--- config.mk ---
export PLATFORM = sky130hd
export DESIGN_NAME = scalar_kalman_filter_unit
export DESIGN_NICKNAME = d
export VERILOG_FILES = /design/src/hw/rtl/skf_pkg.sv /design/src/hw/rtl/scalar_kalman_filter_unit.sv /design/src/hw/rtl/skf_ctrl.sv /design/src/hw/rtl/skf_dp.sv
export SDC_FILE = /design/constraint.sdc
export NUM_CORES = 2
export LEC_CHECK = 0
export BUFFER_PORTS_ARGS = -buffer_cell sky130_fd_sc_hd__buf_4
export CELL_PAD_IN_SITES_DETAIL_PLACEMENT = 0
export CELL_PAD_IN_SITES_GLOBAL_PLACEMENT = 1
export CORE_MARGIN = 2
export CORE_UTILIZATION = 52
export CTS_CLUSTER_SIZE = 28
export DETAILED_ROUTE_END_ITERATION = 12
export MAX_ROUTING_LAYER = met4
export PLACE_DENSITY = 0.89
export SKIP_LAST_GASP = 1
export SLEW_MARGIN = 25
export SYNTH_ARGS = -nofsm -noshare
export SYNTH_HDL_FRONTEND = slang
export SYNTH_SLANG_ARGS = --single-unit
--- constraint.sdc ---
create_clock -name clk -period 10.6 [get_ports clk]
set_input_delay 1.59 -clock clk [delete_from_list [all_inputs] [get_ports clk]]
set_output_delay 1.59 -clock clk [all_outputs]
set_load 0.01 [all_outputs]
--- src/hw/rtl/skf_pkg.sv ---
// Shared widths, register indexes, reset values and command/status types for the Kalman filter.
`default_nettype none
package skf_pkg;

  localparam int SAMPLE_BITS = 16;
  localparam int FRAC_BITS   = 16;
  localparam int COV_BITS    = 24;
  localparam int EST_BITS    = 32;
  localparam int GAIN_BITS   = 17;
  localparam int OUT_BITS    = 24;
  localparam int OUT_FRAC    = 8;
  localparam int CFG_BITS    = 24;
  localparam int IDX_BITS    = 2;
  localparam int DIV_STEPS   = 16;
  localparam int CNT_BITS    = 4;

  // register indexes of the configuration port
  localparam logic [IDX_BITS-1:0] REG_PROCESS_NOISE = 2'd0;
  localparam logic [IDX_BITS-1:0] REG_MEASURE_NOISE = 2'd1;
  localparam logic [IDX_BITS-1:0] REG_INIT_COV      = 2'd2;
  localparam logic [IDX_BITS-1:0] REG_INIT_EST      = 2'd3;

  // reset values
  localparam logic [COV_BITS-1:0]    RST_PROCESS_NOISE = 24'd49152;
  localparam logic [COV_BITS-1:0]    RST_MEASURE_NOISE = 24'd35586;
  localparam logic [COV_BITS-1:0]    RST_COV           = 24'd1311;
  localparam logic [SAMPLE_BITS-1:0] RST_EST_WHOLE     = 16'd1500;

  localparam logic [GAIN_BITS-1:0] GAIN_ONE = 17'h10000;

  // controller to datapath
  typedef struct packed {
    logic load;      // capture the input word
    logic pred;      // form the predicted covariance
    logic div_init;  // set up the gain division
    logic div_step;  // one quotient bit
    logic mul;       // register both products
    logic upd;       // commit state and result
  } skf_cmd_t;

  // datapath to controller
  typedef struct packed {
    logic div_last;  // this division step produces the last quotient bit
  } skf_sts_t;

endpackage
`default_nettype wire

--- src/hw/rtl/scalar_kalman_filter_unit.sv ---
// Top level of the one-dimensional fixed-point Kalman filter.
// Usage:
//   Input channel: sample with in_valid / in_stall. A word is taken at a clock
//   edge with in_valid high and in_stall low. in_stall is high while a sample
//   is being processed.
//   Output channel: estimate (signed, 8 fraction bits) and gain (Q1.16) with
//   out_valid / out_stall. One output word per input word, held stable while
//   out_stall is high. The result register lets the next sample be taken
//   while the previous result still waits.
//   Config channel: cfg_valid / cfg_ready with cfg_index and cfg_data; always
//   ready. Index 0 process noise, 1 measurement noise, 2 initial covariance
//   (reloads the covariance), 3 initial estimate (reloads the estimate).
//   Write only while the filter is idle.
//   Sequencing: a taken sample passes through prediction, divider setup, the
//   16-step radix-2 gain divider, the multiply and the update, which registers
//   the result. A new sample can be taken from the cycle after the result is
//   registered; no sample is taken while one is still being processed. A
//   stalled output holds the filter in the update state.
//   Reset: synchronous; configuration registers, filter state and sequencer
//   state return to their defaults, no output is pending.
`default_nettype none
module scalar_kalman_filter_unit (
  input  wire logic                                   clk,
  input  wire logic                                   rst,
  input  wire logic                                   in_valid,
  output logic                                        in_stall,
  input  wire logic signed [skf_pkg::SAMPLE_BITS-1:0] sample,
  output logic                                        out_valid,
  input  wire logic                                   out_stall,
  output logic signed [skf_pkg::OUT_BITS-1:0]         estimate,
  output logic [skf_pkg::GAIN_BITS-1:0]               gain,
  input  wire logic                                   cfg_valid,
  output logic                                        cfg_ready,
  input  wire logic [skf_pkg::IDX_BITS-1:0]           cfg_index,
  input  wire logic [skf_pkg::CFG_BITS-1:0]           cfg_data
);
  import skf_pkg::*;

  skf_cmd_t cmd;
  skf_sts_t sts;

  assign cfg_ready = 1'b1;

  skf_ctrl u_ctrl (
    .clk       (clk),
    .rst       (rst),
    .in_valid  (in_valid),
    .in_stall  (in_stall),
    .out_valid (out_valid),
    .out_stall (out_stall),
    .sts       (sts),
    .cmd       (cmd)
  );

  skf_dp u_dp (
    .clk       (clk),
    .rst       (rst),
    .cfg_we    (cfg_valid && cfg_ready),
    .cfg_index (cfg_index),
    .cfg_data  (cfg_data),
    .sample    (sample),
    .cmd       (cmd),
    .sts       (sts),
    .estimate  (estimate),
    .gain      (gain)
  );

  // an accepted sample keeps the input side busy next cycle
  assert property (@(posedge clk) disable iff (rst)
    (in_valid && !in_stall) |=> in_stall)
    else $error("input not busy after accepting a sample");

  // the gain never exceeds one
  assert property (@(posedge clk) disable iff (rst)
    out_valid |-> (gain <= GAIN_ONE))
    else $error("gain above one");

  // reset leaves no pending result
  assert property (@(posedge clk)
    rst |=> !out_valid)
    else $error("result pending after reset");

  // a new result is registered only while the filter is still busy
  assert property (@(posedge clk) disable iff (rst)
    (!out_valid && !in_stall) |=> !out_valid)
    else $error("result appeared without work in progress");

endmodule
`default_nettype wire

--- src/hw/rtl/skf_ctrl.sv ---
// Sequencing state machine and output handshake control for the Kalman filter.
`default_nettype none
module skf_ctrl (
  input  wire logic           clk,
  input  wire logic           rst,
  input  wire logic           in_valid,
  output logic                in_stall,
  output logic                out_valid,
  input  wire logic           out_stall,
  input  wire skf_pkg::skf_sts_t sts,
  output skf_pkg::skf_cmd_t   cmd
);
  import skf_pkg::*;

  localparam logic [2:0] S_IDLE = 3'd0;
  localparam logic [2:0] S_PRED = 3'd1;
  localparam logic [2:0] S_INIT = 3'd2;
  localparam logic [2:0] S_DIV  = 3'd3;
  localparam logic [2:0] S_MUL  = 3'd4;
  localparam logic [2:0] S_UPD  = 3'd5;

  logic [2:0] state;
  logic [2:0] state_next;
  logic       out_free;

  assign in_stall = (state != S_IDLE);
  // result register can take a new word this cycle
  assign out_free = !out_valid || !out_stall;

  // next state and commands
  always_comb begin
    state_next = state;
    cmd = '0;
    case (state)
      S_IDLE: begin
        if (in_valid) begin
          cmd.load = 1'b1;
          state_next = S_PRED;
        end
      end
      S_PRED: begin
        cmd.pred = 1'b1;
        state_next = S_INIT;
      end
      S_INIT: begin
        cmd.div_init = 1'b1;
        state_next = S_DIV;
      end
      S_DIV: begin
        cmd.div_step = 1'b1;
        if (sts.div_last) begin
          state_next = S_MUL;
        end
      end
      S_MUL: begin
        cmd.mul = 1'b1;
        state_next = S_UPD;
      end
      S_UPD: begin
        if (out_free) begin
          cmd.upd = 1'b1;
          state_next = S_IDLE;
        end
      end
      default: begin
        state_next = S_IDLE;
      end
    endcase
  end

  always_ff @(posedge clk) begin
    if (rst) begin
      state <= S_IDLE;
    end else begin
      state <= state_next;
    end
  end

  // output word valid flag
  always_ff @(posedge clk) begin
    if (rst) begin
      out_valid <= 1'b0;
    end else if (cmd.upd) begin
      out_valid <= 1'b1;
    end else if (!out_stall) begin
      out_valid <= 1'b0;
    end
  end

endmodule
`default_nettype wire

--- src/hw/rtl/skf_dp.sv ---
// Datapath: config registers, filter state, radix-2 gain divider, two multipliers, result register.
`default_nettype none
module skf_dp (
  input  wire logic                               clk,
  input  wire logic                               rst,
  input  wire logic                               cfg_we,
  input  wire logic [skf_pkg::IDX_BITS-1:0]       cfg_index,
  input  wire logic [skf_pkg::CFG_BITS-1:0]       cfg_data,
  input  wire logic signed [skf_pkg::SAMPLE_BITS-1:0] sample,
  input  wire skf_pkg::skf_cmd_t                  cmd,
  output skf_pkg::skf_sts_t                       sts,
  output logic signed [skf_pkg::OUT_BITS-1:0]     estimate,
  output logic [skf_pkg::GAIN_BITS-1:0]           gain
);
  import skf_pkg::*;

  logic [COV_BITS-1:0]           q_noise;
  logic [COV_BITS-1:0]           r_noise;
  logic [COV_BITS-1:0]           cov;
  logic signed [EST_BITS-1:0]    est;
  logic signed [SAMPLE_BITS-1:0] samp;
  logic [COV_BITS-1:0]           pred;
  logic [COV_BITS:0]             denom;
  logic [COV_BITS:0]             rem;
  logic [GAIN_BITS-1:0]          quo;
  logic [CNT_BITS-1:0]           cnt;
  logic signed [GAIN_BITS+EST_BITS+1:0] prod_est;
  logic [GAIN_BITS+COV_BITS-1:0] prod_cov;

  logic [COV_BITS:0]             pred_sum;
  logic [COV_BITS+1:0]           rem_sh;
  logic [COV_BITS+1:0]           rem_sub;
  logic                          q_bit;
  logic signed [EST_BITS:0]      diff;
  logic signed [EST_BITS-1:0]    est_next;
  logic                          q_top;

  // P + Q with saturation
  assign pred_sum = {1'b0, cov} + {1'b0, q_noise};

  // restoring division step: shift in a zero, subtract when it fits;
  // a zero denominator yields a zero quotient
  assign rem_sh  = {rem, 1'b0};
  assign rem_sub = rem_sh - {1'b0, denom};
  assign q_bit   = !rem_sub[COV_BITS+1] && (denom != '0);

  // top quotient bit is set only when R is zero and the prediction is not
  assign q_top = (r_noise == '0) && (pred != '0);

  assign sts.div_last = (cnt == CNT_BITS'(DIV_STEPS - 1));

  // innovation in Q17.16 and the corrected estimate (floor of the shifted product)
  assign diff     = $signed({samp[SAMPLE_BITS-1], samp, {FRAC_BITS{1'b0}}})
                  - $signed({est[EST_BITS-1], est});
  assign est_next = est + prod_est[FRAC_BITS +: EST_BITS];

  // configuration registers and filter state
  always_ff @(posedge clk) begin
    if (rst) begin
      q_noise <= RST_PROCESS_NOISE;
      r_noise <= RST_MEASURE_NOISE;
      cov     <= RST_COV;
      est     <= {RST_EST_WHOLE, {FRAC_BITS{1'b0}}};
    end else if (cfg_we) begin
      case (cfg_index)
        REG_PROCESS_NOISE: q_noise <= cfg_data;
        REG_MEASURE_NOISE: r_noise <= cfg_data;
        REG_INIT_COV:      cov     <= cfg_data;
        REG_INIT_EST:      est     <= {cfg_data[SAMPLE_BITS-1:0], {FRAC_BITS{1'b0}}};
        default: begin
        end
      endcase
    end else if (cmd.upd) begin
      est <= est_next;
      cov <= prod_cov[FRAC_BITS +: COV_BITS];
    end
  end

  // working registers
  always_ff @(posedge clk) begin
    if (cmd.load) begin
      samp <= sample;
    end
    if (cmd.pred) begin
      pred <= pred_sum[COV_BITS] ? {COV_BITS{1'b1}} : pred_sum[COV_BITS-1:0];
    end
    if (cmd.div_init) begin
      denom <= {1'b0, pred} + {1'b0, r_noise};
      rem   <= q_top ? '0 : {1'b0, pred};
      quo   <= {{(GAIN_BITS-1){1'b0}}, q_top};
      cnt   <= '0;
    end else if (cmd.div_step) begin
      rem <= q_bit ? rem_sub[COV_BITS:0] : rem_sh[COV_BITS:0];
      quo <= {quo[GAIN_BITS-2:0], q_bit};
      cnt <= cnt + 1'b1;
    end
    if (cmd.mul) begin
      prod_est <= $signed({1'b0, quo}) * diff;
      prod_cov <= (GAIN_ONE - quo) * pred;
    end
    if (cmd.upd) begin
      estimate <= est_next[EST_BITS-1 -: OUT_BITS];
      gain     <= quo;
    end
  end

endmodule
`default_nettype wire

# Word-level counts from Yosys, hierarchy flattened
# Index checks and enable logic that the tools add are counted.
# word_totals
output_inout_bits	44
word_cells	86
register_bits	348
in_bits	47
# op_classes
multipliers	2
n_eq_ne	15
n_reduce_logical	19
add_sub_neg	7
n_mux	26
# op_table
operator	n
24-bit 2-to-1 mux	4
32-bit 2-to-1 mux	3
25-bit 2-to-1 mux	3
24-bit by 24-bit adder with 25-bit output	2
18-bit by 33-bit multiplier with 48-bit output	1
41-bit by 24-bit multiplier with 40-bit output	1
32-bit by 32-bit subtractor with 33-bit output	1
32-bit adder	1
26-bit by 25-bit subtractor with 26-bit output	1
25-bit nonzero test	1
24-bit logical NOT	1
24-bit nonzero test	1
3-bit case mux with 6 select lines	1
17-bit by 17-bit subtractor with 18-bit output, first input constant	1
1-bit 2-to-1 mux	12
3-bit 2-to-1 mux	3
2-bit by 1-bit != test with 1-bit output, second input constant	4
2-bit AND reduction	4
3-bit by 2-bit == test with 1-bit output, second input constant	2
3-bit == test, second input constant	2
4-bit by 1-bit adder with 4-bit output, second input constant	1
2-bit == test, second input constant	2
4-bit == test, second input constant	1
2-bit != test, second input constant	2
10 further kinds	14

# Longest topological paths before layout
# depth
ltp_word	6
mapped_depth	35
depth_no_buf	32

# Modules after synthesis
# A second synthesis with hierarchy kept.
# unflattened
cells_unflattened	5487
hier_area_um2	49665.1
# modules_own_cells
module	seq_area_each_um2	cells_each	instances	area_each_um2
skf_dp	8127.8	5455	1	49371.1
skf_ctrl	80.1	30	1	282.8
scalar_kalman_filter_unit	0.0	2	1	11.3

# Worst setup path before layout
# OpenSTA, ideal clock, no wires.
# synth_timing
path_type	reg-to-reg
startpoint	register u_dp.quo[0]
endpoint	register u_dp.prod_cov[39] (data pin)
setup_ps	264
arrival_ps	8534
setup_slack_ps	1801
required_ps	10336
stages_incl_launch_ff	29
path_cell_list	edfxtp_1 > or4_4 > nor4_4 > nand2_1 > or2_1 > or3_1 > o21a_1 > clkbuf_1 > nand2_1 > inv_1 > fa_1 > fa_1 > inv_1 > fa_1 > inv_1 > fa_1 > fa_1 > fa_1 > inv_1 > fa_1 > inv_1 > ha_1 > a21oi_1 > o21ai_0 > a221o_1 > o41a_1 > and4_1 > a2111oi_2 > xnor2_1
# synth_between
elab_chain_cells	2
# synth_lines
item	line_no	source
start: declaration	skf_dp.sv:25	logic [GAIN_BITS-1:0] quo;
start signal: assignment	skf_dp.sv:90	quo <= {{(GAIN_BITS-1){1'b0}}, q_top};
start signal: assignment	skf_dp.sv:94	quo <= {quo[GAIN_BITS-2:0], q_bit};
17-bit by 17-bit subtractor with 18-bit output	skf_dp.sv:99	prod_cov <= (GAIN_ONE - quo) * pred;
41-bit by 24-bit multiplier with 40-bit output	skf_dp.sv:99	
end signal: assignment	skf_dp.sv:99	
end: declaration	skf_dp.sv:28	logic [GAIN_BITS+COV_BITS-1:0] prod_cov;
# No other way between the ends.
# A chain may end at the register's enable or synchronous reset.

# Worst setup path after layout
# Same ends and word-level chain as after synthesis.

==> flow_metrics.py <==
metrics = {
    "critical_path": {
        "slowest_delay_ns": 0.85,
        "crit_fanout": 23,
        "crit_path_end_kind": "flop",
        "crit_type": "flop to flop",
        "cp.required_ns": 10.94,
        "critical_path_arrival_ns": 10.28,
        "slowest_stage": "fa_1",
        "ff2ff_setup_slack_ns": 0.65,
        "critPathLaunchType": "flop",
        "critPathTopFamily": "adder cells",
        "crit_buf_inv": 5,
        "cp_common_cell": "fa_1",
    },
    "outcome": {
        "status": "completed",
    },
    "drt": {
        "antenna_left": 0,
        "firstDrtPassIters": 5,
        "post_drt_wl_per_cell_um": 19.62,
        "drt_iter0_markers": 2941,
        "drcViolationCount": 0,
        "wl_um": 134000,
        "vias_per_cell": 5.492,
        "num_vias": 37520,
    },
    "cts": {
        "post_cts_buffers": 0,
        "cts_buffers": 36,
        "ctsHtreeMaxLevel": 2,
        "clk_pin_slew_ns": 0.06,
        "cts_root_buffer": "clkbuf_16",
        "worst_skew_pair.late_latency_ns": 0.60,
        "clockBufferDepth": 3,
        "postCtsHoldBufs": 0,
        "cts_resized": 0,
        "cts_tree": "built",
        "cts_sinks": 316,
    },
    "finish": {
        "nFillCells": 8766,
        "nets": 6858,
        "regArea_um2": 8212,
        "fin_util_pct": 55.85,
        "final_layout_size_suffix_gt1_share_pct": 5.740,
        "multi_input_comb_area_um2": 37830,
        "syn_to_final_growth_pct": 6.882,
    },
    "global_routing": {
        "globalRouteOverflowTotal": 0,
        "grt_pass1_wl_um": 217400,
        "grt_max_degree": 58,
        "antenna_found_initial": 6,
        "grt_pass1_vias": 39740,
        "track_usage_pct": 28.24,
    },
    "yosys": {
        "yosys.cell_types.count": 89,
        "async_reset_ff_share_pct": 0,
        "synth_area_um2": 51200,
        "seq_area_frac_synth_pct": 16.03,
        "avgSynthCellArea_um2": 9.255,
        "synth_nets": 6878,
        "ys.flop_type": "edfxtp_1",
        "yosysWarnings": 0,
        "syn_inst": 5532,
        "synth-seq-cells": 316,
        "synth-edff-count": 188,
    },
    "sta": {
        "setup_viol": 0,
        "slew_violations": 0,
        "fin_worst_skew_ns": 0.05455,
        "tightestPinTransition_ns": 1.122,
        "hold_viol": 0,
        "relSlewSlack_pct": 25.22,
        "tns_ns": 0,
        "fin_crit_sh_pct": 93.84,
        "period_minus_slack_ns": 9.947,
        "max_freq_ghz": 0.1005,
        "fin_ws_ns": 0.6534,
        "rsz0062_at_grt": "no",
    },
    "placement": {
        "gp_congestion": 0.9155,
        "io_buffers": 89,
        "dp_slack_ns": 0.6679,
        "dpl.hpwl_um": 103600,
    },
    "floorplanning": {
        "die_y_um": 317.8,
        "ioPinCount": 91,
        "die_width_um": 317.8,
        "dieArea_um2": 101000,
        "start_util_pct": 52.25,
        "row_count": 115,
        "core_um2": 97990,
    },
    "hold_path": {
        "worstHoldPathType": "flop to flop",
    },
    "flow_run": {
        "cap_violations": 0,
    },
}
final cells by class:
class	instances	area share, %
tap	1287	2.943
clock inverter	20	0.4093
antenna	4	0.01829
sequential	316	15.01
clock buffer	46	1.770
multi-input combinational	3791	69.14
timing repair buffer	190	2.641
inverter	1177	8.074
sequential cells by signal, indices dropped and copies added (netlist names):
signal and cells:
u_dp.r_noise 24, u_dp.cov 24, u_dp.gain 17, u_dp.q_noise 24
u_dp.estimate 24, u_dp.quo 17, u_dp.samp 16, u_dp.rem 25
u_dp.cnt 4, u_ctrl.state 3, u_dp.denom 25, u_dp.prod_est 32
u_dp.pred 24, u_ctrl.out_valid 1, u_dp.prod_cov 24, u_dp.est 32
final timing paths:
kind                       end  cells after the start             start
max reg2reg  u_dp.prod_cov[39]                     27       u_dp.quo[0]
min           u_dp.q_noise[20]                      2  u_dp.q_noise[20]
min reg2reg   u_dp.q_noise[20]                      2  u_dp.q_noise[20]
max          u_dp.prod_cov[39]                     27       u_dp.quo[0]
placed cells by master, fill, tap and decap left out, types with 8 or more instances in the layout:
cell type / instances
o21a_1: 23
nand4_1: 11
o21ai_0: 107
o21ai_1: 9
nor2_1: 118
o211ai_1: 9
clkbuf_16: 36
xnor2_1: 135
a211oi_1: 35
a21o_1: 65
edfxtp_1: 188
o21bai_1: 12
a21oi_1: 195
or3_1: 14
nand2b_1: 20
and3_1: 21
buf_4: 187
a31o_2: 10
nand2_1: 807
nor3_1: 37
a31oi_1: 17
inv_1: 1176
and4_1: 10
ha_1: 328
and2_1: 468
nor4_1: 25
or2_2: 8
xor2_1: 61
fa_1: 971
o31ai_1: 8
nor2b_1: 22
mux2i_1: 31
nand3_1: 65
o311ai_0: 14
dfxtp_1: 125
a221oi_1: 8
Yosys cell counts (25+ instances only):
cell,count,area [um2]
inv_1,1177,4418
fa_1,971,19440
nand2_1,807,3029
and2_1,469,2934
ha_1,328,4104
clkbuf_1,229,859.6
a21oi_1,196,980.9
edfxtp_1,188,5645
xnor2_1,145,1270
dfxtp_1,128,2562
nor2_1,118,442.9
o21ai_0,108,540.5
a21o_1,65,488.0
nand3_1,65,325.3
xor2_1,64,560.5
nor3_1,37,185.2
a211oi_1,35,262.8
mux2i_1,31,310.3
nor4_1,25,156.4
cells by family after synthesis:
logic type	Yosys count	synth area share, %
simple gates	1659	15.74
buf+inv	1425	10.52
fa+ha+maj	1299	45.98
compound gates	587	7.385
flops	316	16.03
xor+xnor	214	3.734
mux	31	0.6061
other cells	1	0.007325
worst register-to-register path, cell delays in order (launching register included):
cell       delay, ns
edfxtp_1        0.43
or4_4           0.59
nor4_4          0.28
nand2_1         0.14
or2_1           0.25
or3_1           0.35
o21a_1          0.45
nand2_1         0.27
inv_1           0.09
fa_1            0.56
fa_1            0.85
inv_1           0.24
fa_1            0.62
inv_1           0.35
fa_1            0.52
fa_1            0.52
fa_1            0.49
inv_1           0.05
fa_1            0.47
inv_1           0.05
ha_1            0.36
a21oi_1         0.17
o21ai_0         0.12
a221o_1         0.34
o41a_1          0.44
and4_1          0.24
a2111oi_2       0.35
xnor2_1         0.11
through the flow:
stage	instances	area (um2)	hold slack [ns]
after global routing	6831	54720	0.4845
final	6831	54720	0.4617
after floorplan	5532	51200	0.4064
after global placement	6758	53460	0.4471
after detailed placement	6758	53460	0.4535
after CTS	6824	54660	0.4620
per-layer routing:
| metal | global-route usage (%) | up-vias | part of all wire (%) |
|---|---|---|---|
| li1 | - | 16880 | - |
| met1 | 37.44 | 18960 | 42 |
| met2 | 45.35 | 1415 | 47 |
| met3 | 3.974 | 266 | 7.9 |
| met4 | 8.455 | 0 | 3.3 |
| met5 | - | - | 0 |
Power is not shown: default switching activity piles up to over one toggle a cycle in this logic, so the estimate is an artifact.
